==> src/rtl/fgal_pkg.sv <==
// Package: shared constants, codes, types and state encoding for the glyph address unit
package fgal_pkg;

    localparam int MAX_BLOCKS_DEF      = 256;
    localparam int GLYPH_BUF_BYTES_DEF = 128;
    localparam int NUM_SLOTS_DEF       = 2;

    localparam logic [1:0]  KIND_SINGLE   = 2'd1;
    localparam logic [1:0]  KIND_DOUBLE   = 2'd2;
    localparam logic [15:0] CODE_SB_LIMIT = 16'h0100;
    localparam logic [10:0] SB_BASE       = 11'd17;
    localparam logic [10:0] DB_BASE       = 11'd18;

    localparam logic OP_LOOKUP = 1'b0;
    localparam logic OP_LOAD   = 1'b1;

    localparam logic [7:0] REG_S0_KIND   = 8'd0;
    localparam logic [7:0] REG_S0_WIDTH  = 8'd1;
    localparam logic [7:0] REG_S0_HEIGHT = 8'd2;
    localparam logic [7:0] REG_S0_BLOCKS = 8'd3;
    localparam logic [7:0] REG_S1_KIND   = 8'd4;
    localparam logic [7:0] REG_S1_WIDTH  = 8'd5;
    localparam logic [7:0] REG_S1_HEIGHT = 8'd6;
    localparam logic [7:0] REG_S1_BLOCKS = 8'd7;

    typedef enum logic [1:0] {
        ST_IDLE,
        ST_WALK,
        ST_ADD
    } t_state;

    // lookup token passed along the cell row
    typedef struct packed {
        logic             valid;
        logic [15:0]      code;
        logic [1:0]       hit;
        logic [1:0][15:0] idx;
    } t_token;

    typedef struct packed {
        logic [1:0][7:0] blocks;
    } t_walk_cfg;

    typedef struct packed {
        logic        we;
        logic        slot;
        logic [7:0]  index;
        logic [15:0] first;
        logic [15:0] last;
    } t_load;

endpackage

==> src/rtl/fgal_cell.sv <==
// Block cell: holds one block entry per slot and advances the lookup token
module fgal_cell #(
    parameter int CELL_IDX = 0
) (
    input  logic               i_clk,
    input  logic               i_rst_n,
    input  fgal_pkg::t_load    i_load,
    input  fgal_pkg::t_walk_cfg i_cfg,
    input  fgal_pkg::t_token   i_tok,
    output fgal_pkg::t_token   o_tok
);
    logic [1:0][15:0] r_first;
    logic [1:0][15:0] r_last;
    fgal_pkg::t_token r_tok;
    fgal_pkg::t_token n_tok;

    always_comb begin
        n_tok = i_tok;
        for (int s = 0; s < 2; s++) begin
            if (i_tok.valid && !i_tok.hit[s] && ({1'b0, i_cfg.blocks[s]} > 9'(CELL_IDX))) begin
                if (i_tok.code >= r_first[s] && i_tok.code <= r_last[s]) begin
                    n_tok.hit[s] = 1'b1;
                    n_tok.idx[s] = i_tok.idx[s] + (i_tok.code - r_first[s]);
                end else begin
                    n_tok.idx[s] = i_tok.idx[s] + (r_last[s] - r_first[s] + 16'd1);
                end
            end
        end
    end

    always_ff @(posedge i_clk) begin
        if (i_load.we && i_load.index == 8'(CELL_IDX)) begin
            r_first[i_load.slot] <= i_load.first;
            r_last[i_load.slot]  <= i_load.last;
        end
    end

    always_ff @(posedge i_clk) begin
        r_tok <= n_tok;
        if (!i_rst_n) begin
            r_tok.valid <= 1'b0;
        end
    end

    assign o_tok = r_tok;
endmodule

==> config.mk <==
export PLATFORM = sky130hd
export DESIGN_NAME = fgal_cell
export DESIGN_NICKNAME = d
export VERILOG_FILES = /design/src/rtl/fgal_pkg.sv /design/src/rtl/fgal_cell.sv
export SDC_FILE = /design/constraint.sdc
export NUM_CORES = 1
export LEC_CHECK = 0
export BUFFER_PORTS_ARGS = -buffer_cell sky130_fd_sc_hd__buf_2
export CAP_MARGIN = 20
export CORE_MARGIN = 10
export CORE_UTILIZATION = 58
export CTS_CLUSTER_SIZE = 40
export DETAILED_ROUTE_END_ITERATION = 6
export MAX_ROUTING_LAYER = met4
export PLACE_DENSITY = 0.82
export SYNTH_ARGS = -nofsm -noshare
export SYNTH_HDL_FRONTEND = slang
export SYNTH_SLANG_ARGS = --single-unit
==> constraint.sdc <==
create_clock -name i_clk -period 3.2 [get_ports i_clk]
set_input_delay 0 -clock i_clk [delete_from_list [all_inputs] [get_ports i_clk]]
set_output_delay 0 -clock i_clk [all_outputs]
set_load 0.1 [all_outputs]
Word-level counts from Yosys, hierarchy flattened

Index checks and enable logic that the tools add are counted.

Output and inout bits: 51
Register bits after elaboration: 115
Input bits: 111
Logic and storage cells: 50

Muxes and demuxes: 12
Reduce and logical (&&, ||, !) cells: 11
Add/sub/neg operators: 10
Order comparisons: 8

Operators by type and width:

| operator                                                 | count |
|---|---|
| two-way mux 16 bit                                       | 5 |
| adder 16 bit                                             | 4 |
| bitwise mux 32 bit                                       | 2 |
| subtractor 16 bit                                        | 4 |
| adder 16 x 1 -> 16 bit, second input constant            | 2 |
| greater-or-equal comparator 16 bit                       | 2 |
| less-or-equal comparator 16 bit                          | 2 |
| demux 16 bit (select 1 bit)                              | 1 |
| > comparator 8 x 1 -> 1 bit, second input constant       | 2 |
| logical AND 1 bit                                        | 8 |
| logical NOT 8 bit                                        | 1 |
| two-way mux 1 bit                                        | 4 |
| logical NOT 1 bit                                        | 2 |
| < comparator 1 x 2 -> 1 bit, second input constant       | 1 |
| greater-or-equal comparator 1 bit, second input constant | 1 |

Logic depth before layout (Yosys ltp)

Depth after elaboration: 5
Mapped depth: 13
Mapped depth without buffers: 13

Worst setup path before layout

OpenSTA, ideal clock, no wires.

Path kind: register to register
Start point: register r_first[3] in the netlist's numbering
End point: register r_tok, in the netlist o_tok[15]
Data required time: 3.079 ns
Setup slack: 0.373 ns
Clock period less this slack: 2.827 ns
Setup time: 0.121 ns
Buffers on the path: 0
Stages on the path, launching flop included: 12
Data arrival time: 2.706 ns
Path through: edfxtp_1 fa_1 inv_1 ha_1 and3_1 a21boi_1 o311ai_4 a21oi_2 o31ai_4 xor2_1 mux2i_1 mux2_2

RTL lines:

| what                              | line            | text |
|---|---|---|
| from (decl)                       | fgal_cell.sv:12 | `logic [1:0][15:0] r_first;` |
| from (signal, indexed assignment) | fgal_cell.sv:33 | `r_first[i_load.slot] <= i_load.first;` |
| to (signal assigned)              | fgal_cell.sv:39 | `r_tok <= n_tok;` |
| to (decl)                         | fgal_cell.sv:14 | `fgal_pkg::t_token r_tok;` |

==> reports/qor.txt <==
GPL Wtd Cong = 0.944
Syn avg cell area = 9.46 sq um
Final setup vio count = 7
Crit-path max FO = 14
Worst Hold Class = input port to flip-flop
Worst EP arrival = 3680 ps
Critical path launch point type = flip-flop
Period utilization = 1.06
Die width = 150 microns
Total routed wirelength = 31,300 microns
Worst-path cell chain = buf_4 > inv_1 > ha_1 > and4_1 > a221oi_1 > a21oi_1 > o211ai_1 > a211o_1 > mux2i_1 > o21ai_1
Clock latency on the worst-skew pair = 440 ps
Setup TNS = -298 ps
Worst vdd ir = 0.441 mV
Routed len/inst = 20.2 microns
Final min period = 3380 ps
Most used DFF post-synth = edfxtp_1
Minimum hold slack = 5.61 ps
Skew final = 8.48 ps
Antenna viol nets, final = 0
#FFs+latches synth = 115
Cell taking the most area after synthesis = edfxtp_1
Synth cell count leaders = 241 x inv_1, 128 x ha_1, 64 x edfxtp_1
Core box area = 16,600 sq um
Status = finished, violations left
Global-route wire length before repair = 47,600 microns
Initial antenna violation count = 3
Top cells by area, synth = edfxtp_1 20%, ha_1 16%, fa_1 12%
CTS tree = built
Post-synth ARST share = 0
Number of port buffers = 161
Post-synth top area share = 0.195
Clock root cell = clkbuf_16
Max-cap violation count = 0
Vias in the first global route = 9,299
Remaining global-route overflow = 0
Pin count of the biggest net entering global routing = 33
Slew @ Worst Pin = 1010 ps
Worst-path clk slew = 60 ps
Tot GR Track Use = 0.276
Syn-to-layout area delta = 28.8%
Die Y = 150 microns
DIE AREA = 22,600 sq um
Pins Over Slew Limit = 0
H-tree Lvls = 4
Post-DP HPWL = 21,100 microns
CTS Buf Count = 17
Setup Crit Path Kind = flip-flop to flip-flop
Via Count = 8,955
Leakage power = 6.36 nW
Initial core utilization = 0.594
Failing checks = setup timing
Mapped Area = 9840 sq um
Share of post-route cells with drive strength above 1 = 0.193
EDFF count, synth = 64
Cell family with most CP delay = compound AO/OA/AOI/OAI gates
Vias/cell = 5.77
Power Total = 0.00553 W
Yosys warning total = 0
RSZ-0062 raised after global routing = true
Final-report hold violation count = 0
CP peak stage delay = 610 ps
Initial DRC count = 834
Fmax = 296 MHz
Row count = 47
Post-synthesis sequential area ratio = 0.299
IO Count = 162
Drt drc = 0
Clock tree buffer depth = 2
Power per cell area = 436 nW/um^2
R2r setup slk = -180 ps
Slew margin rel. = 0.325
Detailed Routing Iterations Pass 1 = 5
Synthesized Nets = 1,340
Count leader, synth = inv_1
Gate Count Post-Synth = 1,041
Netlist cell types = 69
Num Clock Sinks = 115
CP bufs+invs = 2
Slowest cell on the critical path = a211o_1
Slack of the critical path = -183 ps
Layout Nets = 1,615
Critical path required time = 3500 ps
Crit end category = flip-flop
==> sequential cells by signal, indices dropped and copies added (netlist names) <==
register / count
r_first: 32
r_last: 32
o_tok: 51
==> tightest hold or removal path, stage by stage <==
cell and delay, ps:
buf_2 70, inv_1 90, nor2_1 140, a31oi_2 50
o31ai_2 50
==> placed cells by master (no fill, tap or decap), types with 6 or more instances in the layout <==
master / n
o211ai_1: 6
nand4_1: 12
mux2i_1: 20
and2_1: 6
xor2_1: 20
a211oi_1: 6
dfxtp_1: 51
inv_1: 240
fa_1: 60
a21oi_1: 58
nand3_1: 14
a31oi_1: 15
xnor2_1: 41
ha_1: 121
nand2_1: 45
buf_4: 21
o21a_1: 9
o21ai_0: 13
nand2b_1: 9
nor2b_1: 11
dlygate4sd3_1: 84
clkbuf_16: 17
o21bai_1: 12
a21o_1: 27
nor2_1: 52
o21ai_1: 17
edfxtp_1: 64
buf_2: 160
nor3_1: 15
==> routing by layer <==
layer  GRT usage  routed length, microns  up-vias
li1            -                       -     4054
met1       0.322                   11700     4201
met2       0.445                   15200      541
met3      0.0513                    2810      159
met4       0.147                    1600        0
met5           -                       0        -
==> power breakdown <==
part / switching (W) / internal [W] / total [W]
Clock: 0.000793 / 0.00131 / 0.00210
Sequential: 0.0000165 / 0.00162 / 0.00163
Combinational: 0.00116 / 0.000634 / 0.00180
Total: 0.00197 / 0.00356 / 0.00553
==> metrics by stage <==
step	cells	setup slack, ps	util	instance area (sq um)
final	1553	-183	0.764	12700
after CTS	1537	9.52	0.748	12400
after detailed placement	1421	65.2	0.660	10900
after global routing	1553	-168	0.764	12700
after floorplan	1041	373	-	9840
after global placement	1421	156	0.660	10900
==> kinds of logic after synthesis <==
kind of cell / share of synthesized area
flops: 0.299
mux: 0.0226
fa+ha+maj: 0.285
compound gates: 0.141
buf+inv: 0.0991
xor+xnor: 0.0543
simple gates: 0.0995
==> layout make-up <==
type                            instances  area [sq um]
Multi-Input combinational cell        674          6090
Fill cell                            1031          3910
Sequential cell                       115          2940
Timing Repair Buffer                  267          1820
Inverter                              241           905
Clock buffer                           17           425
Tap cell                              220           275
Clock inverter                         15           206
Antenna cell                            4          10.0
==> path summary, 6_finish.rpt <==
kind                               from                 to  depth (start not counted)
setup / recovery  r_first[22]$_DFFE_PP_  o_tok[18]$_DFF_P_                         10
hold / removal                i_tok[13]  o_tok[13]$_DFF_P_                          5
setup reg to reg  r_first[22]$_DFFE_PP_  o_tok[18]$_DFF_P_                         10
hold reg to reg     r_last[1]$_DFFE_PP_   o_tok[0]$_DFF_P_                          3
==> repair_timing <==
action	CTS	global route
setup endpoints to repair	0	8
endpoints found under the hold margin	114	0
hold buffers	84	0
buffers inserted	0	11
gates resized for setup	0	27
Power figures use the tool's default switching activity.
